--- config.mk ---
export PLATFORM = sky130hd
export DESIGN_NAME = lesb_wrap
export DESIGN_NICKNAME = d
export VERILOG_FILES = /design/src/hw/rtl/lesb_pkg.sv /design/src/hw/rtl/lesb_wrap.sv
export SDC_FILE = /design/constraint.sdc
export NUM_CORES = 1
export LEC_CHECK = 0
export BUFFER_PORTS_ARGS = -buffer_cell sky130_fd_sc_hd__buf_2
export CAP_MARGIN = 10
export CORE_MARGIN = 1
export CORE_UTILIZATION = 46
export CTS_BUF_LIST = sky130_fd_sc_hd__clkbuf_4
export DETAILED_ROUTE_END_ITERATION = 8
export PLACE_DENSITY = 0.76
export SYNTH_ARGS = -nofsm -noshare
export SYNTH_HDL_FRONTEND = slang
export SYNTH_SLANG_ARGS = --single-unit
export TNS_END_PERCENT = 1
--- constraint.sdc ---
create_clock -name clk -period 0.8 [get_ports clk]
set_input_delay 0.16 -clock clk [delete_from_list [all_inputs] [get_ports clk]]
set_output_delay 0.16 -clock clk [all_outputs]
set_load 0.005 [all_outputs]
--- src/hw/rtl/lesb_pkg.sv ---
// Shared constants, payload structs and register codes for the Lees-Edwards
// stream-and-bin unit. No dependencies.

package lesb_pkg;

    localparam int FRAC_W  = 16;
    localparam int POS_W   = 21;
    localparam int INT_W   = POS_W - FRAC_W;
    localparam int VEL_W   = 32;
    localparam int DT_W    = 16;
    localparam int SHIFT_W = 17;
    localparam int CELL_W  = 15;

    localparam int BOX_X_DEF = 32;
    localparam int BOX_Y_DEF = 32;
    localparam int BOX_Z_DEF = 32;

    localparam int NUM_REGS = 7;
    localparam int APB_AW   = $clog2(NUM_REGS) + 2;
    localparam int APB_DW   = 32;

    localparam logic [DT_W-1:0] DT_RESET = 16'd6554;

    typedef enum logic [2:0] {
        REG_TIME_STEP    = 3'd0,
        REG_SHEAR_ENABLE = 3'd1,
        REG_SHEAR_OFFSET = 3'd2,
        REG_SHEAR_SPEED  = 3'd3,
        REG_SHIFT_X      = 3'd4,
        REG_SHIFT_Y      = 3'd5,
        REG_SHIFT_Z      = 3'd6
    } lesb_reg_t;

    typedef struct packed {
        logic                      mode;
        logic [POS_W-1:0]          pos_x;
        logic [POS_W-1:0]          pos_y;
        logic [POS_W-1:0]          pos_z;
        logic signed [VEL_W-1:0]   vel_x;
        logic signed [VEL_W-1:0]   vel_y;
        logic signed [VEL_W-1:0]   vel_z;
    } lesb_particle_t;

    typedef struct packed {
        logic [POS_W-1:0]          new_pos_x;
        logic [POS_W-1:0]          new_pos_y;
        logic [POS_W-1:0]          new_pos_z;
        logic signed [VEL_W-1:0]   new_vel_x;
        logic [CELL_W-1:0]         cell_index;
    } lesb_result_t;

    typedef struct packed {
        logic [DT_W-1:0]           time_step;
        logic                      shear_enable;
        logic [POS_W-1:0]          shear_offset;
        logic signed [VEL_W-1:0]   shear_speed;
        logic signed [SHIFT_W-1:0] shift_x;
        logic signed [SHIFT_W-1:0] shift_y;
        logic signed [SHIFT_W-1:0] shift_z;
    } lesb_cfg_t;

endpackage

--- src/hw/rtl/lesb_wrap.sv ---
// Two-stage periodic wrap of a signed Q.16 value into [0, BOX) box units:
// reciprocal multiply, then one correction step. Depends on lesb_pkg.

module lesb_wrap
    import lesb_pkg::*;
#(
    parameter int W   = 34,
    parameter int BOX = BOX_X_DEF
)
(
    input  logic                       clk,
    input  logic                       en_mul,
    input  logic                       en_fix,
    input  logic signed [W-1:0]        a,
    output logic signed [W-FRAC_W-1:0] q,
    output logic [POS_W-1:0]           r
);

    localparam int IW = W - FRAC_W;
    localparam int UW = IW - 1 + $clog2(BOX + 1);
    localparam int MW = UW + 1;
    localparam int PW = UW + MW;

    localparam logic [UW-1:0] OFS   = UW'(longint'(BOX) << (IW - 1));
    localparam logic [UW-1:0] QBIAS = UW'(longint'(1) << (IW - 1));
    localparam logic [UW-1:0] BOXU  = UW'(BOX);
    localparam logic [MW-1:0] RECIP = MW'((64'd1 << UW) / BOX);

    logic [UW-1:0]     u;
    logic [PW-1:0]     prod;
    logic [UW-1:0]     u_reg;
    logic [UW-1:0]     q0_reg;
    logic [FRAC_W-1:0] frac_reg;
    logic [UW-1:0]     rem;
    logic              fix;
    logic [UW-1:0]     rint;
    logic [UW-1:0]     qb;
    logic signed [IW-1:0] q_next;
    logic [POS_W-1:0]  r_next;
    logic signed [IW-1:0] q_reg;
    logic [POS_W-1:0]  r_reg;

    // bias the integer part so it is never negative, then divide by BOX
    assign u    = UW'($signed(a[W-1:FRAC_W])) + OFS;
    assign prod = PW'(u) * PW'(RECIP);

    // estimate is exact or one low
    assign rem    = u_reg - q0_reg * BOXU;
    assign fix    = (rem >= BOXU);
    assign rint   = fix ? rem - BOXU : rem;
    assign qb     = q0_reg + UW'(fix) - QBIAS;
    assign q_next = $signed(qb[IW-1:0]);
    assign r_next = {rint[INT_W-1:0], frac_reg};

    assign q = q_reg;
    assign r = r_reg;

    always_ff @(posedge clk)
    begin
        if (en_mul)
        begin
            u_reg    <= u;
            q0_reg   <= prod[PW-2:UW];
            frac_reg <= a[FRAC_W-1:0];
        end
        if (en_fix)
        begin
            q_reg <= q_next;
            r_reg <= r_next;
        end
    end

endmodule

* Yosys cells after proc, flatten, opt, wreduce, memory -nomap -nowiden
Index checks and enable logic that the tools add are counted.
** Word-level totals
- Input port bits :: 37
- Register bits :: 96
- Output and inout bits :: 39
** Operators by class
- Add/sub/neg operators :: 5
- Multiplexer cells :: 1
- Order comparisons :: 1
** Operators with widths (number)
- adder 23 bit (second input constant) :: 1
- >= comparator 23 x 6 -> 1 bit (second input constant) :: 1
- subtractor 23 bit :: 1
- adder 18 x 1 -> 18 bit :: 1
- subtractor 18 bit (second input constant) :: 1
- two-way mux 5 bit :: 1
- subtractor 5 x 1 -> 5 bit (second input constant) :: 1

* Logic depth before layout (Yosys ltp)
Gate-level depths: netlist (run 1).
- Word-level depth :: 4
- Gate-level depth with buffers :: 1
- Gate-level depth less buffers :: 1

* Least setup slack after synthesis (run 1)
Ideal clock, no wire load.
- Kind :: register to output
- From :: register, netlist name q[16]
- To :: output port q[13]
- Arrival :: 583 ps
- Stages on the path, launching flop included :: 2
- Setup slack :: 57 ps
- Required time :: 640 ps
- Path through :: edfxtp_1 buf_4
** RTL lines
- end: declaration :: line lesb_wrap.sv:15 : output logic signed [W-FRAC_W-1:0] q,

==> results.py, run 1 <==
metrics = {
    "status": {
        "outcome": "finished with violations",
        "violations": "negative setup slack",
    },
    "drt": {
        "dr.pass1.iters": 4,
        "vias_per_cell": 4.44,
        "wl_per_cell_um": 13.8,
        "drt_wl_total_mm": 3.48,
        "ant_nets": 0,
        "vias": 1119,
        "post-route-drc-count": 0,
        "drtIter0Drc": 42,
    },
    "clocking": {
        "clkSlewWorstSetupHoldPaths_ns": 0.10,
        "cts_resized": 0,
        "insertion_delay_ns": 0.40,
        "cts_max_level": 3,
        "cts.path.max_buffers": 2,
        "cts_root_buffer": "clkbuf_4",
        "post_cts_buffers": 0,
        "cts_tree": "yes",
        "cts.sinks": 70,
        "cts_buffers": 9,
    },
    "final_layout": {
        "fillers": 284,
        "seq_area_um2": 2100,
        "largest_reg_flops": 21,
        "drive_above_1_share_pct": 45.5,
        "syn_to_final_growth_pct": 43.5,
        "fin_nets": 234,
        "final_cell_mix": "buf_2, edfxtp_1, dlygate4sd3_1, clkbuf_4, buf_12",
        "multiInputGateArea_um2": 0,
        "layout_commonest_cell": "buf_2",
        "n_antenna_cell": 0,
        "multiInputCombCellCount": 0,
    },
    "power": {
        "cellPowerDensity_nw_per_um2": 2130,
        "p_total_uw": 6540,
        "power_leakage_uw": 0.00123,
        "vdd_drop_max_mv": 1.35,
    },
    "die": {
        "dieArea_um2": 4930,
        "rows": 24,
        "io_pins": 76,
        "initial_utilization_pct": 48.5,
        "die_w_um": 70.2,
        "core_area_um2": 4410,
        "die_h_um": 70.2,
    },
    "place": {
        "dp_hpwl_mm": 2.26,
        "io_buffers": 75,
        "globalplace.congestion": 0.673,
    },
    "sta": {
        "fin_ws_ns": -0.326,
        "fmax_mhz": 888,
        "period_needed_ns": 1.13,
        "period_share_pct": 141,
        "finalSetupViolations": 39,
        "rsz0062_at_grt": "true",
        "skew_ns": 0.0104,
        "relSlewSlack_pct": 90.9,
        "totalNegativeSetupSlack_ns": -10.36,
        "hold_viol": 0,
        "maxSlewViolCount": 0,
        "tightest_slew_ns": 0.137,
    },
    "flow_run": {
        "max_cap_violations": 0,
    },
    "setup_path": {
        "cpLargestDelayFamily": "flip-flops",
        "cp_cell_sequence": "buf_2",
        "crit_path_max_fanout": 5,
        "critPathKind": "reg -> out",
        "required_ns": 0.64,
        "crit_buf_inv": 1,
        "arrival_ns": 0.97,
        "crit_path_start_kind": "flop",
        "worst_path_max_delay_cell": "edfxtp_1",
        "cpPeakStageDelay_ns": 0.43,
        "cp-end-kind": "output port",
    },
    "worst_hold_path": {
        "hold_class": "in -> reg",
    },
    "grt": {
        "first_global_vias": 1185,
        "antenna_found_initial": 0,
        "grt_util_all_layers_pct": 15.8,
        "grt_max_degree": 22,
        "grt_pass1_wl_mm": 5.35,
        "gr-total-overflow": 0,
    },
    "yosys": {
        "syn_avg_cell_area_um2": 28.2,
        "synth-seq-area-share_pct": 98.2,
        "synth_fp_nets": 113,
        "synthesis.area_um2": 2140,
        "yosysWarnings": 0,
        "synth.distinct_cells": 3,
        "postSynthCellCount": 76,
        "ys_ff_latch": 70,
    },
}
==> kinds of logic (layout without fill, tap and decap cells) <==
kind of cell,after synthesis,in the layout,share of synthesized area [%]
flops,70,70,98.2
buf+inv,6,130,1.75
==> repair_timing <==
item                                    CTS  global route
hold buffers                             34             0
endpoints found under the hold margin    34             0
endpoints found under the setup margin   39            39
==> area by class of cell <==
class	instances	area share, %
timing repair buffer	114	26.2
clock buffer	10	2.45
clock inverter	4	0.530
tap	52	2.12
inverter	2	0.245
sequential	70	68.5
==> synth_stat cells <==
cell / instances / area (um2)
edfxtp_1: 70 / 2100
inv_1: 2 / 7.51
buf_4: 4 / 30.0
==> layer usage <==
layer,vias to the layer above,part of all wire (%),track usage (%)
met5,-,0,0
met4,0,3.2,10.7
met3,10,8.0,6.49
met2,55,56,27.7
met1,514,33,14.8
li1,540,-,-
==> stage by stage <==
stage | cells | instance area (um2) | hold WS (ns) | worst slack (ns) | utilization, %
after global routing | 252 | 3070 | 0.165 | -0.376 | 69.5
after detailed placement | 204 | 2640 | 0.338 | 0.00775 | 59.8
final | 252 | 3070 | 0.179 | -0.326 | 69.5
after global placement | 204 | 2640 | 0.337 | 0.0253 | 59.8
after CTS | 252 | 3070 | 0.161 | -0.357 | 69.5
after floorplan | 76 | 2140 | 0.259 | 0.0570 | -
==> where the power goes <==
group,switching [uW],internal [uW]
Clock,1040,606
Sequential,67.9,4340
Combinational,185,293
Total,1300,5240
==> final timing paths <==
path                              start              to  slack [ns]  cells after the start
setup / recovery        q[16]$_DFFE_PP_           q[13]       -0.33                      1
hold / removal                   en_fix  q[6]$_DFFE_PP_        0.18                      2
setup reg to reg  frac_reg[4]$_DFFE_PP_  r[4]$_DFFE_PP_        0.14                      0
hold reg to reg      u_reg[6]$_DFFE_PP_  q[1]$_DFFE_PP_        0.42                      0
No activity file was read; power rests on OpenSTA's default activity.
==> inputs of run 2 (changes only) <==
--- a/config.mk
+++ b/config.mk
@@ -12,6 +12,7 @@
 export CTS_BUF_LIST = sky130_fd_sc_hd__clkbuf_4
 export DETAILED_ROUTE_END_ITERATION = 8
 export PLACE_DENSITY = 0.76
+export REMOVE_ABC_BUFFERS = 1
 export SYNTH_ARGS = -nofsm -noshare
 export SYNTH_HDL_FRONTEND = slang
 export SYNTH_SLANG_ARGS = --single-unit
==> run 2 against run 1 <==
  * The flow still finishes with violations (negative setup slack)
  * Maximum frequency is 0.32% higher
  * Critical path depth stayed put
  * Via count is 0.27% lower
  * Count of clock-buffer cells in the layout is 1 higher
  * Wire length is 8.6% higher
  * Register-to-register slack worse by 0.02 ns
  * First-iteration DRC count is 2.4% lower
  * Die area stayed put
==> results.py, run 2 (same netlist as run 1, synthesis figures left out) <==
metrics = {
    "final_layout": {
        "n_antenna_cell": 0,
        "fin_nets": 234,
        "drive_above_1_share_pct": 47.0,
        "syn_to_final_growth_pct": 44.3,
        "largest_reg_flops": 21,
        "layout_commonest_cell": "buf_2",
        "post-route-cell-area_um2": 3090,
        "final_cell_mix": "buf_2, edfxtp_1, dlygate4sd3_1, clkbuf_4, buf_12",
        "multiInputCombCellCount": 0,
        "multiInputGateArea_um2": 0,
    },
    "drt": {
        "post-route-drc-count": 0,
        "wl_per_cell_um": 14.9,
        "vias_per_cell": 4.39,
        "dr.pass1.iters": 2,
        "ant_nets": 0,
        "drt_wl_total_mm": 3.78,
        "vias": 1116,
        "drtIter0Drc": 41,
    },
    "sta": {
        "timing.hold.ws_ns": 0.182,
        "finalSetupViolations": 39,
        "relSlewSlack_pct": 91.7,
        "tightest_slew_ns": 0.125,
        "fin_ws_ns": -0.323,
        "totalNegativeSetupSlack_ns": -10.10,
        "rsz0062_at_grt": "true",
        "hold_viol": 0,
        "maxSlewViolCount": 0,
        "skew_ns": 0.0159,
        "period_needed_ns": 1.12,
        "period_share_pct": 140,
        "fmax_mhz": 891,
    },
    "power": {
        "power.internal_uw": 5320,
        "p_sw_uw": 1370,
        "power_frac_comb_pct": 7.3,
        "p_seq_share_pct": 66.0,
        "power_leakage_uw": 0.00124,
        "p_total_uw": 6690,
        "pwr-share-clk_pct": 26.7,
        "cellPowerDensity_nw_per_um2": 2170,
        "vdd_drop_max_mv": 1.44,
        "p_sw_share_pct": 20.4,
    },
    "setup_path": {
        "cpLargestDelayFamily": "flip-flops",
        "arrival_ns": 0.96,
        "cp_cell_sequence": "buf_2",
        "critPathKind": "reg -> out",
        "crit_buf_inv": 1,
        "required_ns": 0.64,
        "crit_path_start_kind": "flop",
        "crit_path_max_fanout": 5,
        "cpPeakStageDelay_ns": 0.43,
        "cp-end-kind": "output port",
        "worst_path_max_delay_cell": "edfxtp_1",
    },
    "clocking": {
        "cts_resized": 0,
        "clkSlewWorstSetupHoldPaths_ns": 0.11,
        "cts_root_buffer": "clkbuf_4",
        "cts.sinks": 70,
        "cts_buffers": 9,
        "post_cts_buffers": 0,
        "cts.path.max_buffers": 2,
        "cts_tree": "yes",
        "insertion_delay_ns": 0.39,
        "cts_max_level": 3,
    },
    "place": {
        "io_buffers": 75,
        "dpl-instance-area_um2": 2640,
        "dp_hpwl_mm": 2.30,
        "globalplace.congestion": 0.681,
    },
    "die": {
        "die_w_um": 70.2,
        "initial_utilization_pct": 48.5,
        "rows": 24,
        "die_h_um": 70.2,
        "io_pins": 76,
        "dieArea_um2": 4930,
        "core_area_um2": 4410,
    },
    "status": {
        "violations": "negative setup slack",
        "outcome": "finished with violations",
    },
    "flow_run": {
        "max_cap_violations": 0,
    },
    "grt": {
        "met3_usage_pct": 6.64,
        "first_global_vias": 1161,
        "busiest_layer": "met2",
        "use_met2_pct": 31.0,
        "antenna_found_initial": 0,
        "grt_pass1_wl_mm": 5.84,
        "grt_max_degree": 21,
        "grt_util_all_layers_pct": 17.4,
        "gr-total-overflow": 0,
        "grt_use_met1_pct": 17.0,
    },
    "worst_hold_path": {
        "hold_class": "in -> reg",
    },
}
run 2: cell count changes in the layout (fill, tap and decap cells not counted), sizes merged:
| cell | delta |
|---|---|
| clkbuf | +1 |
| clkinvlp | +1 |
run 2: stage by stage:
stage	utilization, %	std cells	setup WS (ns)
after floorplan	-	72	0.164
after global placement	59.8	204	0.0216
after detailed placement	59.8	204	0.0212
after CTS	69.9	254	-0.353
after global routing	69.9	254	-0.394
final	69.9	254	-0.323
run 2: repair_timing:
item	in CTS	in global routing
hold buffers	34	0
endpoints found under the hold margin	34	0
endpoints found under the setup margin	39	39
run 2: worst paths after layout:
| kind | from | end | slack [ns] | cells past startpoint |
|---|---|---|---|---|
| max reg2reg | u_reg[9]$_DFFE_PP_ | q[4]$_DFFE_PP_ | 0.12 | 0 |
| max | q[16]$_DFFE_PP_ | q[12] | -0.32 | 1 |
| min reg2reg | frac_reg[9]$_DFFE_PP_ | r[9]$_DFFE_PP_ | 0.42 | 0 |
| min | en_fix | r[19]$_DFFE_PP_ | 0.18 | 2 |
run 2: power groups by stage:
stage               logic (uW)  registers [uW]  clock network, uW
floorplan                 1.85            4500                  0
global placement           349            4480                  0
detailed placement         357            4490                  0
CTS                        490            4410               1840
global route               526            4440               1990
finish                     488            4410               1790
run 2: cell type report:
cell class / count / area, um2
clock buffer: 11 / 82.6
clock inverter: 5 / 26.3
fill: 276 / 1330
inverter: 2 / 7.51
sequential: 70 / 2100
tap: 52 / 65.1
timing repair buffer: 114 / 803
run 2: routing by layer:
metal | wire, um | vias to the layer above | part of all wire, %
li1 | - | 540 | -
met1 | 1350 | 514 | 36
met2 | 2100 | 53 | 55
met3 | 221 | 9 | 5.9
met4 | 108 | 0 | 2.9
met5 | 0 | - | 0
==> inputs of run 3 (changes only) <==
--- a/config.mk
+++ b/config.mk
@@ -7,11 +7,14 @@
 export LEC_CHECK = 0
 export BUFFER_PORTS_ARGS = -buffer_cell sky130_fd_sc_hd__buf_2
 export CAP_MARGIN = 10
+export CELL_PAD_IN_SITES_DETAIL_PLACEMENT = 1
+export CELL_PAD_IN_SITES_GLOBAL_PLACEMENT = 2
 export CORE_MARGIN = 1
-export CORE_UTILIZATION = 46
+export CORE_UTILIZATION = 33
 export CTS_BUF_LIST = sky130_fd_sc_hd__clkbuf_4
 export DETAILED_ROUTE_END_ITERATION = 8
-export PLACE_DENSITY = 0.76
+export GPL_TIMING_DRIVEN = 0
+export PLACE_DENSITY = 0.74
 export REMOVE_ABC_BUFFERS = 1
 export SYNTH_ARGS = -nofsm -noshare
 export SYNTH_HDL_FRONTEND = slang
==> run 3 against run 2 <==
  * The flow still finishes with violations (negative setup slack)
  * Critical path depth unchanged
  * Combinational power shrank 11%
  * Sequential power is essentially flat
  * Hold slack improved by 0.20 ns
  * Largest cell class unchanged
  * First-iteration DRC count increased by 4.9%
  * Maximum frequency decreased by 2.4%
  * Count of clock-buffer cells in the layout decreased by 1
  * Clock power increased by 74%
  * Critical path type unchanged
  * Via count up 1.1%
==> results.py, run 3 (same netlist as run 1, synthesis figures left out) <==
metrics = {
    "sta": {
        "fin_ws_ns": -0.350,
        "finalSetupViolations": 39,
        "relSlewSlack_pct": 46.8,
        "hold_viol": 0,
        "skew_ns": 0.00813,
        "rsz0062_at_grt": "true",
        "period_needed_ns": 1.15,
        "fmax_mhz": 869,
        "totalNegativeSetupSlack_ns": -11.00,
        "tightest_slew_ns": 0.797,
        "maxSlewViolCount": 0,
        "period_share_pct": 144,
    },
    "final_layout": {
        "multiInputCombCellCount": 0,
        "final_cell_mix": "buf_2, edfxtp_1, dlygate4sd3_1, clkbuf_4, bufinv_16",
        "fin_nets": 229,
        "final_cells": 272,
        "seq_area_um2": 2100,
        "fillers": 589,
        "layout_commonest_cell": "buf_2",
        "syn_to_final_growth_pct": 46.2,
        "drive_above_1_share_pct": 46.2,
        "multiInputGateArea_um2": 0,
        "n_antenna_cell": 0,
        "largest_reg_flops": 21,
    },
    "drt": {
        "dr.pass1.iters": 4,
        "routed.top_layer": "met4",
        "vias": 1128,
        "vias_per_cell": 4.15,
        "ant_nets": 0,
        "post-route-drc-count": 0,
        "wl_met3_um": 310,
        "met1Wirelength_mm": 1.60,
        "wl_per_cell_um": 14.2,
        "route.met2.wl_mm": 1.82,
        "drt_wl_total_mm": 3.85,
        "drtIter0Drc": 43,
    },
    "grt": {
        "grt_pass1_wl_mm": 5.53,
        "first_global_vias": 1149,
        "gr-total-overflow": 0,
        "antenna_found_initial": 0,
        "grt_max_degree": 36,
        "grt_util_all_layers_pct": 12.3,
    },
    "clocking": {
        "cts.sinks": 70,
        "cts_max_level": 3,
        "cts.path.max_buffers": 2,
        "cts_tree": "yes",
        "cts_buffers": 9,
        "clkSlewWorstSetupHoldPaths_ns": 0.12,
        "post_cts_buffers": 0,
        "cts_root_buffer": "clkbuf_4",
        "cts_resized": 0,
        "insertion_delay_ns": 0.40,
    },
    "setup_path": {
        "worst_path_max_delay_cell": "edfxtp_1",
        "cpPeakStageDelay_ns": 0.44,
        "crit_path_max_fanout": 5,
        "cp-end-kind": "output port",
        "cp_cell_sequence": "buf_2",
        "crit_path_start_kind": "flop",
        "cpLargestDelayFamily": "flip-flops",
        "required_ns": 0.64,
        "arrival_ns": 0.99,
        "crit_buf_inv": 1,
        "critPathKind": "reg -> out",
    },
    "die": {
        "dieArea_um2": 6810,
        "core_area_um2": 6100,
        "initial_utilization_pct": 35.1,
        "die_h_um": 82.5,
        "die_w_um": 82.5,
        "rows": 28,
        "io_pins": 76,
    },
    "status": {
        "violations": "negative setup slack",
        "outcome": "finished with violations",
    },
    "power": {
        "power_frac_comb_pct": 5.5,
        "power.internal_uw": 6530,
        "pwr-share-clk_pct": 39.1,
        "p_sw_share_pct": 18.0,
        "vdd_drop_max_mv": 1.29,
        "p_seq_share_pct": 55.4,
        "p_total_uw": 7960,
        "cellPowerDensity_nw_per_um2": 2550,
        "p_sw_uw": 1430,
        "power_leakage_uw": 0.00124,
    },
    "flow_run": {
        "max_cap_violations": 0,
    },
    "worst_hold_path": {
        "hold_class": "in -> reg",
    },
    "place": {
        "dp.cells": 222,
        "globalplace.congestion": 0.585,
        "io_buffers": 75,
        "post-place-ws_ns": -0.426,
    },
}
## run 3: cell count changes in the layout (fill, tap and decap cells not counted), sizes merged
| cell | previous run | this run |
|---|---|---|
| buf | 80 | 75 |
| bufinv | 0 | 4 |
| clkbuf | 11 | 10 |
| clkinv | 4 | 2 |
| clkinvlp | 1 | 0 |
## run 3: per-stage QoR
| step | util, % | instance area [um2] | hold WS, ns |
|---|---|---|---|
| after floorplan | - | 2110 | 0.259 |
| after global placement | 42.3 | 2580 | 0.337 |
| after detailed placement | 42.3 | 2580 | 0.338 |
| after CTS | 51.3 | 3130 | 0.374 |
| after global routing | 51.3 | 3130 | 0.393 |
| final | 51.3 | 3130 | 0.385 |
## run 3: layer usage
layer  GRT usage (%)  vias up
met5               0        -
met4            9.31        0
met3            4.84       12
met2            19.8       60
met1            13.1      525
li1                -      531
## run 3: cell type report
class / instances / area share, %
clock buffers: 10 / 2.40
clock inverters: 6 / 4.28
inverters: 2 / 0.240
flip-flops and latches: 70 / 67.2
well taps: 75 / 3.00
repair buffers: 109 / 22.9
## run 3: power groups by stage
stage | clock network [uW] | registers, uW | logic [uW]
finish | 3120 | 4420 | 434
floorplan | 0 | 4500 | 1.85
CTS | 3210 | 4420 | 442
detailed placement | 0 | 4510 | 313
global route | 3350 | 4450 | 483
global placement | 0 | 4490 | 300
## run 3: worst paths after layout
check,from,end,depth (start not counted),slack [ns]
min reg2reg,u_reg[13]$_DFFE_PP_,q[8]$_DFFE_PP_,0,0.43
max reg2reg,u_reg[0]$_DFFE_PP_,r[16]$_DFFE_PP_,0,0.15
min,en_fix,q[10]$_DFFE_PP_,1,0.39
max,q[16]$_DFFE_PP_,q[12],1,-0.35
## run 3: repair_timing
item,4_1_cts,5_1_grt
hold buffers,34,0
setup endpoints to repair,39,39
hold endpoints to repair,35,0
pin swaps,0,0
