===== src/hw/rtl/lesb_pkg.sv =====
// Shared constants, payload structs and register codes for the Lees-Edwards
// stream-and-bin unit. No dependencies.

package lesb_pkg;

    localparam int FRAC_W  = 16;
    localparam int POS_W   = 21;
    localparam int INT_W   = POS_W - FRAC_W;
    localparam int VEL_W   = 32;
    localparam int DT_W    = 16;
    localparam int SHIFT_W = 17;
    localparam int CELL_W  = 15;

    localparam int BOX_X_DEF = 32;
    localparam int BOX_Y_DEF = 32;
    localparam int BOX_Z_DEF = 32;

    localparam int NUM_REGS = 7;
    localparam int APB_AW   = $clog2(NUM_REGS) + 2;
    localparam int APB_DW   = 32;

    localparam logic [DT_W-1:0] DT_RESET = 16'd6554;

    typedef enum logic [2:0] {
        REG_TIME_STEP    = 3'd0,
        REG_SHEAR_ENABLE = 3'd1,
        REG_SHEAR_OFFSET = 3'd2,
        REG_SHEAR_SPEED  = 3'd3,
        REG_SHIFT_X      = 3'd4,
        REG_SHIFT_Y      = 3'd5,
        REG_SHIFT_Z      = 3'd6
    } lesb_reg_t;

    typedef struct packed {
        logic                      mode;
        logic [POS_W-1:0]          pos_x;
        logic [POS_W-1:0]          pos_y;
        logic [POS_W-1:0]          pos_z;
        logic signed [VEL_W-1:0]   vel_x;
        logic signed [VEL_W-1:0]   vel_y;
        logic signed [VEL_W-1:0]   vel_z;
    } lesb_particle_t;

    typedef struct packed {
        logic [POS_W-1:0]          new_pos_x;
        logic [POS_W-1:0]          new_pos_y;
        logic [POS_W-1:0]          new_pos_z;
        logic signed [VEL_W-1:0]   new_vel_x;
        logic [CELL_W-1:0]         cell_index;
    } lesb_result_t;

    typedef struct packed {
        logic [DT_W-1:0]           time_step;
        logic                      shear_enable;
        logic [POS_W-1:0]          shear_offset;
        logic signed [VEL_W-1:0]   shear_speed;
        logic signed [SHIFT_W-1:0] shift_x;
        logic signed [SHIFT_W-1:0] shift_y;
        logic signed [SHIFT_W-1:0] shift_z;
    } lesb_cfg_t;

endpackage


===== src/hw/rtl/lesb_cfg.sv =====
// APB-style configuration register file for the stream-and-bin unit.
// Depends on lesb_pkg.

module lesb_cfg
    import lesb_pkg::*;
(
    input  logic              clk,
    input  logic              rst_n,
    input  logic              psel,
    input  logic              penable,
    input  logic              pwrite,
    input  logic [APB_AW-1:0] paddr,
    input  logic [APB_DW-1:0] pwdata,
    output logic [APB_DW-1:0] prdata,
    output logic              pready,
    output lesb_cfg_t         cfg
);

    lesb_cfg_t cfg_reg;
    lesb_cfg_t cfg_next;
    lesb_reg_t idx;
    logic      wr_en;

    assign idx    = lesb_reg_t'(paddr[APB_AW-1:2]);
    assign wr_en  = psel && penable && pwrite;
    assign pready = 1'b1;
    assign cfg    = cfg_reg;

    always_comb
    begin
        cfg_next = cfg_reg;
        if (wr_en)
        begin
            unique case (idx)
                REG_TIME_STEP:    cfg_next.time_step    = pwdata[DT_W-1:0];
                REG_SHEAR_ENABLE: cfg_next.shear_enable = pwdata[0];
                REG_SHEAR_OFFSET: cfg_next.shear_offset = pwdata[POS_W-1:0];
                REG_SHEAR_SPEED:  cfg_next.shear_speed  = $signed(pwdata[VEL_W-1:0]);
                REG_SHIFT_X:      cfg_next.shift_x      = $signed(pwdata[SHIFT_W-1:0]);
                REG_SHIFT_Y:      cfg_next.shift_y      = $signed(pwdata[SHIFT_W-1:0]);
                REG_SHIFT_Z:      cfg_next.shift_z      = $signed(pwdata[SHIFT_W-1:0]);
                default:          cfg_next = cfg_reg;
            endcase
        end
    end

    always_comb
    begin
        unique case (idx)
            REG_TIME_STEP:    prdata = APB_DW'(cfg_reg.time_step);
            REG_SHEAR_ENABLE: prdata = APB_DW'(cfg_reg.shear_enable);
            REG_SHEAR_OFFSET: prdata = APB_DW'(cfg_reg.shear_offset);
            REG_SHEAR_SPEED:  prdata = APB_DW'(cfg_reg.shear_speed);
            REG_SHIFT_X:      prdata = APB_DW'(cfg_reg.shift_x);
            REG_SHIFT_Y:      prdata = APB_DW'(cfg_reg.shift_y);
            REG_SHIFT_Z:      prdata = APB_DW'(cfg_reg.shift_z);
            default:          prdata = '0;
        endcase
    end

    always_ff @(posedge clk or negedge rst_n)
    begin
        if (!rst_n)
        begin
            cfg_reg.time_step    <= DT_RESET;
            cfg_reg.shear_enable <= 1'b0;
            cfg_reg.shear_offset <= '0;
            cfg_reg.shear_speed  <= '0;
            cfg_reg.shift_x      <= '0;
            cfg_reg.shift_y      <= '0;
            cfg_reg.shift_z      <= '0;
        end
        else
        begin
            cfg_reg <= cfg_next;
        end
    end

endmodule


===== config.mk =====
export PLATFORM = sky130hd
export DESIGN_NAME = lesb_cfg
export DESIGN_NICKNAME = d
export VERILOG_FILES = /design/src/hw/rtl/lesb_pkg.sv /design/src/hw/rtl/lesb_cfg.sv
export SDC_FILE = /design/constraint.sdc
export NUM_CORES = 1
export LEC_CHECK = 0
export ABC_AREA = 1
export ABC_CLOCK_PERIOD_IN_PS = 1000
export BUFFER_PORTS_ARGS = -buffer_cell sky130_fd_sc_hd__buf_2
export CAP_MARGIN = 10
export CELL_PAD_IN_SITES_DETAIL_PLACEMENT = 1
export CELL_PAD_IN_SITES_GLOBAL_PLACEMENT = 1
export CORE_AREA = 2 2 102 178
export DETAILED_ROUTE_END_ITERATION = 16
export DIE_AREA = 0 0 104 180
export PLACE_DENSITY_LB_ADDON = 0.1
export SETUP_SLACK_MARGIN = 0.05
export SYNTH_ARGS = -nofsm -noshare
export SYNTH_HDL_FRONTEND = slang
export SYNTH_SLANG_ARGS = --single-unit

===== constraint.sdc =====
create_clock -name clk -period 1 [get_ports clk]
set_input_delay 0 -clock clk [delete_from_list [all_inputs] [get_ports clk]]
set_output_delay 0 -clock clk [all_outputs]
set_load 0.01 [all_outputs]

-- Word-level counts from Yosys, hierarchy flattened
Cells that the tools add are included.
- bits in registers: 121
- bits in latches: 0
- memory bits (writable): 0
- bits in read-only memories: 0
- input bits: 42
- output and inout port bits: 154
- logic and storage cells: 24
- memories: 0
- add/sub/neg operators: 0
- multiply operators: 0
- div/mod/pow operators: 0
- $lt $le $gt $ge: 0
- equality and inequality tests: 6
- shift operators: 0
- multiplexer cells: 1
- bitwise logic cells: 0
- reductions and logical operators: 10
- operators by type and width (cell ; count):
    32-bit one-hot mux with 7 select lines ; 1
    2-bit AND reduction ; 7
    3-bit == test (second input constant) ; 3
    3-bit by 2-bit == test with 1-bit output (second input constant) ; 2
    3-bit by 1-bit == test with 1-bit output (second input constant) ; 1
    3-bit zero test ; 1
    1-bit logical AND ; 2

-- Depth between registers and ports, before layout
Gate-level depths: netlist (run 1).
- depth after elaboration: 3
- gate-level depth with buffers: 8
- depth with buffers taken out: 5

-- Worst setup path after synthesis (run 1)
No wires, ideal clock.
- path kind: register -> output
- from: register cfg_reg (netlist bit cfg[50])
- to: output prdata[22]
- arrival: 986 ps
- required time: 1000 ps
- slack: 14 ps
- cell stages (with the launch flop): 4
- path buffers: 1
- cells stage by stage: dfrtp_1 > nand3_1 > buf_2 > nand3_2
- cells in the longest elaborated chain, start to end: 1
- RTL lines (element ; RTL line ; RTL):
    start, declared ; lesb_cfg.sv:19 ; lesb_cfg_t cfg_reg;
    start signal, assigned ; lesb_cfg.sv:75 ; cfg_reg <= cfg_next;
    32-bit one-hot mux with 7 select lines ; lesb_cfg.sv:49 ; unique case (idx)
    end, declared ; lesb_cfg.sv:14 ; output logic [APB_DW-1:0] prdata,
Every way passes these cells.

-- Worst setup path after layout (run 1)
Ends and elaborated chain as after synthesis.

==> results.md, run 1 <==
* Status: finished with violations
* Failing checks: setup timing
* Worst hold path class: input pin to flop
* Largest net degree at the start of global routing at 64
* Ports at roughly 200
* Top delay family on crit path: flip-flops
* Reg-to-Reg Start: cfg[58]
* Max reg flops at around 120
* Critical Path RT at 1.00 ns
* Num CTS Buffers at 17
* Initial cell density of the core at 0.363
* RSZ-0062 raised after global routing: true
* Fin Clk Skew at 0 ns
* CTS sink count at 121
* Crit Path Max Fanout at 7
* Fill count at 2063
* Area of the multi-input gates at 2940 sq um
* Synthesis-to-layout area growth at 66.6%
* Gate count of the mapped netlist at 793
* Clock buffer depth at 2
* Max incr delay on CP at 0.43 ns
* Crit path cell chain: nand3_4 -> buf_4 -> buf_16 -> nand3_2 -> buf_4
* Commonest non-fill, non-tap cell in the layout: nand2_1
* Average routed wire per standard cell at around 21 um
* Achievable Freq at 671 MHz
* Mapped cell area at around 6300 sq um
* Detailed placement HPWL at 19100 um
* First-pass GRT wire length at 44000 um
* Drt pass-1 iters at 4
* Post-Place Worst Slack at -0.180 ns
* Row count at 64
* Worst hold start: penable
* DIE WIDTH at around 100 um
* Leakage power at 5.47 nW
* H-tree depth at 4
* DRC violations left at 0
* Core area at 17300 sq um
* Post-synthesis register bit count at 121
* Total Power at approximately 20 mW
* Crit-path slowest cell: dfrtp_1
* Critical path depth in cells at 5
* Final net count at approximately 1.2k
* Worst path bufs/invs at 3
* Crit-path most repeated cell: buf_4
* Mapped Avg Cell Area at 7.91 sq um
* Max Slew Vio Count at 0
* Critical path arrival at between 1 and 1.5 ns
* Fin crit share at 1.49
* Endpoints failing setup at 82
* WL final at 29400 um
* Max cap viols at 0
* GR Util All Layers at 0.299
* Register Area at 3040 sq um
* PwrDens at around 1900 nW/um^2
* Vias at 7464
* Worst setup SP type: flop
* Register area share after synthesis at 0.484
* Final hold vios at 0
* Crit Path Class: flop to output port
* GP Congestion at 0.850
* Worst-path clk slew at 0.06 ns
* Netlist cell types at 28
* Initial DRC count at 425
* Commonest non-fill, non-tap cells in the layout: nand2_1, buf_6, buf_2
* Via/cell ratio at 5.46
* Crit. Startpoint: cfg[50]
* Yosys warnings at 0
* Hold depth at 5
* Reg2Reg Depth at 5
* Initial antenna violation count at 0
* Synth Net Count at 835
* Routed Antenna Nets at 0
* Hold Slack at about 0.08 ns
* Final core utilization at 0.604
* CP Capture Type: output port
* TritonCTS clock tree: yes
* N_diodes at 0
* Worst vdd ir at 1.24 mV
* Root buf cell: clkbuf_16
* Vias in the first global route at 7827
* Port-buffer cells at ~190
* Die footprint at 18700 sq um
* Layout cells sized above 1 at 0.401
* Die Y at approximately 180 um
* Clk_lat worst skew at 0.42 ns
* Post-route setup slack at -0.491 ns
* Grt ovf at 0
* Final Critical Period at 1.49 ns
final cells by class:
type | instances | area share
repair buffers | 373 | 0.327
flip-flops and latches | 121 | 0.291
multi-input cells | 575 | 0.282
clock buffers | 19 | 0.0414
well taps | 231 | 0.0277
clock inverters | 13 | 0.0187
inverters | 35 | 0.0133
tightest hold or removal path: stages:
cell and delay, ns:
buf_2 0.11, nand3_4 0.09, buf_12 0.13, o21ai_1 0.07
nand2_1 0.05
cells by family (layout without fill, tap and decap cells):
logic type | count (synthesis) | in the layout | share of synthesized area
AO/OA/AOI/OAI | 136 | 136 | 0.109
buffers and inverters | 97 | 440 | 0.0784
flip-flops | 121 | 121 | 0.484
other | 1 | 1 | 0.000598
AND/OR/NAND/NOR | 438 | 438 | 0.328
repair_timing:
action | CTS | global route
gates cloned | 1 | 0
hold buffers | 33 | 0
resized for setup | 125 | 101
pin swaps | 54 | 37
setup buffers | 36 | 44
endpoints found under the hold margin | 242 | 0
endpoints found under the setup margin | 152 | 155
layer usage:
metal / track usage / up-vias / routed length [um]
met1: 0.339 / 3794 / 11100
met3: 0.0544 / 83 / 1350
met4: 0.137 / 0 / 1200
li1: - / 3280 / -
met2: 0.538 / 307 / 15700
met5: 0 / - / 0
Yosys cell counts, drive strengths merged:
master	n	area [sq um]
buf	43	285
o21ai	131	656
nand4	61	397
clkinv	1	5.00
nor3	1	10.0
nor2	36	196
inv	34	130
conb	1	3.75
a21oi	5	25.0
dfstp	7	184
dfrtp	114	2850
nand3	50	355
clkbuf	19	71.3
nand2	290	1100
power by group:
part           internal (mW)  switching [mW]  total, mW
Combinational           3.22            3.13       6.35
Clock                   4.21            2.49       6.70
Sequential              5.89           0.811       6.70
worst paths after layout:
kind	to	slack (ns)
max in group asynchronous	cfg[112]	0.50
max reg2reg	cfg[58]	0.01
min in group asynchronous	cfg[76]	0.13
min	cfg[102]	0.08
max	prdata[22]	-0.49
min reg2reg	cfg[51]	0.52
stage by stage:
stage | cell area, sq um | setup TNS, ns | instances
3_5_place_dp | 8140 | -14.92 | 1243
3_3_place_gp | 8140 | -8.86 | 1243
4_1_cts | 9940 | -16.25 | 1341
6_report | 10500 | -17.84 | 1367
5_1_grt | 10500 | -20.78 | 1367
2_1_floorplan | 6270 | 0 | 793
(Power assumes the default switching activity.)
==> run 2, diff against run 1 <==
--- a/config.mk
+++ b/config.mk
@@ -7,13 +7,13 @@
 export LEC_CHECK = 0
 export ABC_AREA = 1
 export ABC_CLOCK_PERIOD_IN_PS = 1000
-export BUFFER_PORTS_ARGS = -buffer_cell sky130_fd_sc_hd__buf_2
 export CAP_MARGIN = 10
 export CELL_PAD_IN_SITES_DETAIL_PLACEMENT = 1
 export CELL_PAD_IN_SITES_GLOBAL_PLACEMENT = 1
-export CORE_AREA = 2 2 102 178
+export CORE_AREA = 2 2 92 160
 export DETAILED_ROUTE_END_ITERATION = 16
-export DIE_AREA = 0 0 104 180
+export DIE_AREA = 0 0 94 162
+export DONT_BUFFER_PORTS = 1
 export PLACE_DENSITY_LB_ADDON = 0.1
 export SETUP_SLACK_MARGIN = 0.05
 export SYNTH_ARGS = -nofsm -noshare
==> run 2 against run 1 <==
The flow finishes with violations (hold timing, setup timing). Utilization is 3.2 points lower. Cell count is 24% lower. Worst setup slack better by 0.16 ns. Combinational power is 59% lower. First-iteration DRC count is 27% lower. Sequential power is 7.9% higher. Critical endpoint is now prdata[19]. Highest routed layer unchanged.
==> results.md, run 2 (synthesis gave the netlist of run 1 again) <==
* Status: finished with violations
* Failing checks: hold timing, setup timing
* Met3 Track Usage GR at 0.0863
* Met1 GRT Util at 0.351
* Worst hold path class: input pin to asynchronous set/reset pin
* PwrDens at 2020 nW/um^2
* Fin crit share at 1.33
* Die footprint at 15200 sq um
* Via/cell ratio at about 6
* Vias in the first global route at between 6k and 7k
* Final Critical Period at 1.33 ns
* Sequential cell fraction of total power at 0.449
* Worst-path clk slew at 0.06 ns
* Commonest non-fill, non-tap cell in the layout: nand2_1
* Final hold vios at 121
* Crit Path Class: flop to output port
* Initial cell density of the core at 0.451
* Clk_lat worst skew at 0.41 ns
* Worst vdd ir at 1.19 mV
* H-tree depth at 4
* Post-route setup slack at -0.329 ns
* Grt ovf at 0
* DIE WIDTH at 94 um
* Final net count at 891
* Critical path arrival at roughly 1.3 ns
* Detailed placement HPWL at ~15000 um
* Dpl cell area at 6650 sq um
* Pint at about 11 mW
* Clock Power Share at 0.387
* Drt pass-1 iters at 5
* Max Slew Vio Count at 0
* Root buf cell: clkbuf_16
* Vias at 6098
* Core area at 13900 sq um
* Post-Place Worst Slack at -0.0893 ns
* TritonCTS clock tree: yes
* GR Util All Layers at 0.313
* Die Y at 162 um
* DRC violations left at 0
* Global-route met2 utilization at 0.555
* Max reg flops at 121
* Busiest grt layer: met2
* CTS sink count at approximately 120
* Hold Slack at -0.718 ns
* Average routed wire per standard cell at 22.6 um
* Port-buffer cells at 0
* Commonest non-fill, non-tap cells in the layout: nand2_1, o21ai_0, dfrtp_1
* Leakage power at 3.94 nW
* Fin Clk Skew at 0 ns
* Initial DRC count at 310
* Ports at 196
* Num CTS Buffers at 17
* Initial antenna violation count at 0
* Largest net degree at the start of global routing at 122
* Synthesis-to-layout area growth at 26.9%
* First-pass GRT wire length at 36400 um
* Row count at 57
* Worst setup SP type: flop
* Max cap viols at 0
* RSZ-0062 raised after global routing: true
* Routed Antenna Nets at 0
* Critical Path RT at 1.00 ns
* Crit Path Max Fanout at 9
* Gate power share at 0.163
* Post-route cell area at 7960 sq um
* Net Sw Frac at 0.323
* Layout cells sized above 1 at 0.213
* Clock buffer depth at 2
* GP Congestion at approximately 0.82
* WL final at 23500 um
* Endpoints failing setup at 52
* Achievable Freq at 753 MHz
* N_diodes at 0
* Sw Pwr at 5.20 mW
* CP Capture Type: output port
==> run 2: changes by cell type in the layout (fill, tap and decap cells not counted), moves of 5 or more <==
cell     previous run  this run
buf_2             119         0
nor2_1             14        19
nor2_2             10         5
buf_4              61        28
buf_12             24        10
dfrtp_1           114        94
buf_6             134        24
dfrtp_2             0        20
==> run 2: final cells by class <==
type	instances	area, sq um
clock inverters	10	119
inverters	35	141
repair buffers	99	1060
multi-input cells	575	2880
fillers	1653	5950
flip-flops and latches	121	3060
well taps	177	221
clock buffers	22	474
==> run 2: repair_timing <==
item                                    CTS  global route
gates resized for setup                  66            32
endpoints found under the hold margin   242           127
hold buffers                             36             1
setup buffers                             4             4
pin swaps                                35            24
endpoints found under the setup margin   58            80
==> run 2: stage by stage <==
step | cells | power [mW] | hold slack, ns | TNS [ns] | utilization
after floorplan | 793 | 8.42 | -0.296 | 0 | -
after global placement | 962 | 9.19 | -0.293 | -0.0353 | 0.478
after detailed placement | 962 | 9.36 | -0.293 | -1.61 | 0.478
after CTS | 1034 | 16.1 | -0.739 | -10.04 | 0.564
after global routing | 1039 | 16.8 | -0.743 | -12.70 | 0.572
final | 1039 | 16.1 | -0.718 | -9.87 | 0.572
==> run 2: per-layer routing <==
| layer | routed length, um | share of wire |
|---|---|---|
| met4 | 533 | 0.023 |
| met5 | 0 | 0 |
| met2 | 12500 | 0.53 |
| met3 | 1660 | 0.070 |
| met1 | 8830 | 0.38 |
==> run 2: power groups by stage <==
stage,combinational [mW],sequential (mW),clock (mW)
after floorplan,1.41,7.01,0
after global routing,2.93,7.36,6.53
final,2.63,7.23,6.23
after CTS,2.54,7.20,6.32
after detailed placement,2.13,7.23,0
after global placement,2.00,7.19,0
==> run 2: final timing paths <==
kind | slack, ns | startpoint | to | cells after the start
hold / removal | -0.72 | rst_n | cfg[78] | 0
hold reg to reg | 0.51 | cfg[112] | cfg[112] | 2
setup reg to reg | 0.02 | cfg[50] | cfg[50] | 5
min in group clk | 0.01 | penable | cfg[5] | 3
setup / recovery | -0.33 | cfg[50] | prdata[19] | 5
max in group asynchronous | 1.48 | rst_n | cfg[116] | 0
==> run 2: worst max-delay path, stage by stage (launching register included) <==
cell and delay (ns):
dfrtp_1 0.40, nand3_2 0.10, buf_12 0.14, nand2_1 0.09, nor2_4 0.11, nand2_2 0.07
==> run 3, diff against run 2 <==
--- a/config.mk
+++ b/config.mk
@@ -15,6 +15,7 @@
 export DIE_AREA = 0 0 94 162
 export DONT_BUFFER_PORTS = 1
 export PLACE_DENSITY_LB_ADDON = 0.1
+export RECOVER_POWER = 100
 export SETUP_SLACK_MARGIN = 0.05
 export SYNTH_ARGS = -nofsm -noshare
 export SYNTH_HDL_FRONTEND = slang
==> run 3 against run 2 <==
The run still ends with hold timing, setup timing left. Critical path type unchanged. Worst setup slack worse by 0.0032 ns. Global-route usage stayed put. Register-to-register slack hardly changed. First-iteration DRC count is 3.2% lower. Largest cell class unchanged. Via count grew 0.77%. Combinational power about the same. Clock skew did not move. Sequential cell count stayed put. Wire length increased by 0.26%. Maximum frequency decreased by 0.24%. Critical path depth unchanged.
==> results.md, run 3 (synthesis gave the netlist of run 1 again) <==
* Via/cell ratio at between 5 and 6
* Clock buffer depth at 2
* Post-route setup slack at -0.332 ns
* Die footprint at about 15000 sq um
* GR Util All Layers at 0.313
* Largest net degree at the start of global routing at 122
* RSZ-0062 raised after global routing: true
* Critical path arrival at ~1.3 ns
* Critical Path RT at 1.00 ns
* Routed Antenna Nets at 0
* Average routed wire per standard cell at 22.7 um
* Root buf cell: clkbuf_16
* H-tree depth at 4
* N_diodes at 0
* CTS sink count at approximately 120
* CP endpoint: prdata[19]
* Num CTS Buffers at 17
* Max cap viols at 0
* Final hold vios at 121
* Final Critical Period at 1.33 ns
* Worst-path clk slew at 0.06 ns
* Die Y at 162 um
* Reg-to-Reg Start: cfg[50]
* Hold Slack at -0.722 ns
* Synthesis-to-layout area growth at 26.7%
* Crit Path Max Fanout at 9
* Post-Place Worst Slack at -0.0893 ns
* Worst setup SP type: flop
* Vias at 6145
* Initial cell density of the core at 0.451
* Clk_lat worst skew at 0.41 ns
* Drt pass-1 iters at 4
* Fin crit share at 1.33
* GP Congestion at 0.820
* Worst vdd ir at 1.19 mV
* Status: finished with violations
* Grt ovf at 0
* Core area at around 14000 sq um
* Worst hold path class: input pin to asynchronous set/reset pin
* TritonCTS clock tree: yes
* Fill count at about 1.7k
* WL final at around 24000 um
* Failing checks: hold timing, setup timing
* Commonest non-fill, non-tap cell in the layout: nand2_1
* Reg2Reg Depth at 5
* CP Capture Type: output port
* Crit Reg-Reg Endpoint: cfg[50]
* Initial antenna violation count at 0
* Max reg flops at ~120
* Max Slew Vio Count at 0
* DIE WIDTH at about 94 um
* Ports at 196
* Vias in the first global route at between 6k and 7k
* Crit Path Class: flop to output port
* Row count at 57
* Achievable Freq at around 750 MHz
* PwrDens at around 2000 nW/um^2
* R2R setup slack at 0.02 ns
* Port-buffer cells at 0
* DRC violations left at 0
* First-pass GRT wire length at 36400 um
* Layout cells sized above 1 at 0.203
* Final net count at 891
* Final core utilization at 0.571
* Commonest non-fill, non-tap cells in the layout: nand2_1, o21ai_0, dfrtp_1
* Fin Clk Skew at 0 ns
* Initial DRC count at 300
* Detailed placement HPWL at between 10000 and 15000 um
* Crit. Startpoint: cfg[50]
* Leakage power at 3.95 nW
* Endpoints failing setup at 51
==> run 3: power by group <==
| part | total (mW) | leakage, nW | switching (mW) | internal (mW) |
|---|---|---|---|---|
| sequential | 7.21 | 1.51 | 1.31 | 5.90 |
| combinational | 2.62 | 2.16 | 1.53 | 1.09 |
| clock | 6.24 | 0.282 | 2.37 | 3.87 |
| total | 16.1 | 3.95 | 5.21 | 10.9 |
==> run 3: worst min-delay path by stage <==
stage / from / endpoint / slack (ns) / cells after the start
6_report: rst_n / cfg[78] / -0.72 / 0
3_5_place_dp: rst_n / cfg[78] / -0.29 / 0
2_1_floorplan: rst_n / cfg[0] / -0.30 / 0
4_1_cts: rst_n / cfg[78] / -0.74 / 0
5_1_grt: rst_n / cfg[78] / -0.74 / 0
3_3_place_gp: rst_n / cfg[78] / -0.29 / 0
==> run 3: area by class of cell <==
| type | instances | area, sq um | area share |
|---|---|---|---|
| inverters | 35 | 141 | 0.0178 |
| repair buffers | 99 | 1060 | 0.133 |
| well taps | 177 | 221 | 0.0279 |
| flip-flops and latches | 121 | 3050 | 0.384 |
| clock inverters | 10 | 119 | 0.0150 |
| multi-input cells | 575 | 2880 | 0.363 |
| clock buffers | 22 | 474 | 0.0597 |
==> run 3: what timing repair did <==
action	4_1_cts	5_1_grt
pin swaps	35	24
hold buffers	36	1
setup buffers	4	4
endpoints found under the hold margin	242	127
resized for setup	66	32
cloned	0	0
endpoints found under the setup margin	58	80
==> run 3: metrics by stage <==
stage	TNS [ns]	total power [mW]	cell area [sq um]	std cells
2_1_floorplan	0	8.42	6270	793
3_3_place_gp	-0.0353	9.19	6650	962
3_5_place_dp	-1.61	9.36	6650	962
4_1_cts	-10.04	16.1	7850	1034
5_1_grt	-12.78	16.8	7950	1039
6_report	-9.97	16.1	7950	1039
==> run 3: metal layers <==
metal  vias up  routed length [um]  global-route usage
met5         -                   0                   0
met4         0                 527               0.122
met3        31                1720              0.0863
met2       256               12600               0.555
met1      3120                8780               0.351
li1       2738                   -                   -
==> run 3: worst max-delay path: stages (launching register included) <==
cell     delay [ns]
dfrtp_1        0.40
nand3_2        0.10
buf_12         0.14
nand2_1        0.09
nor2_4         0.11
nand2_2        0.07
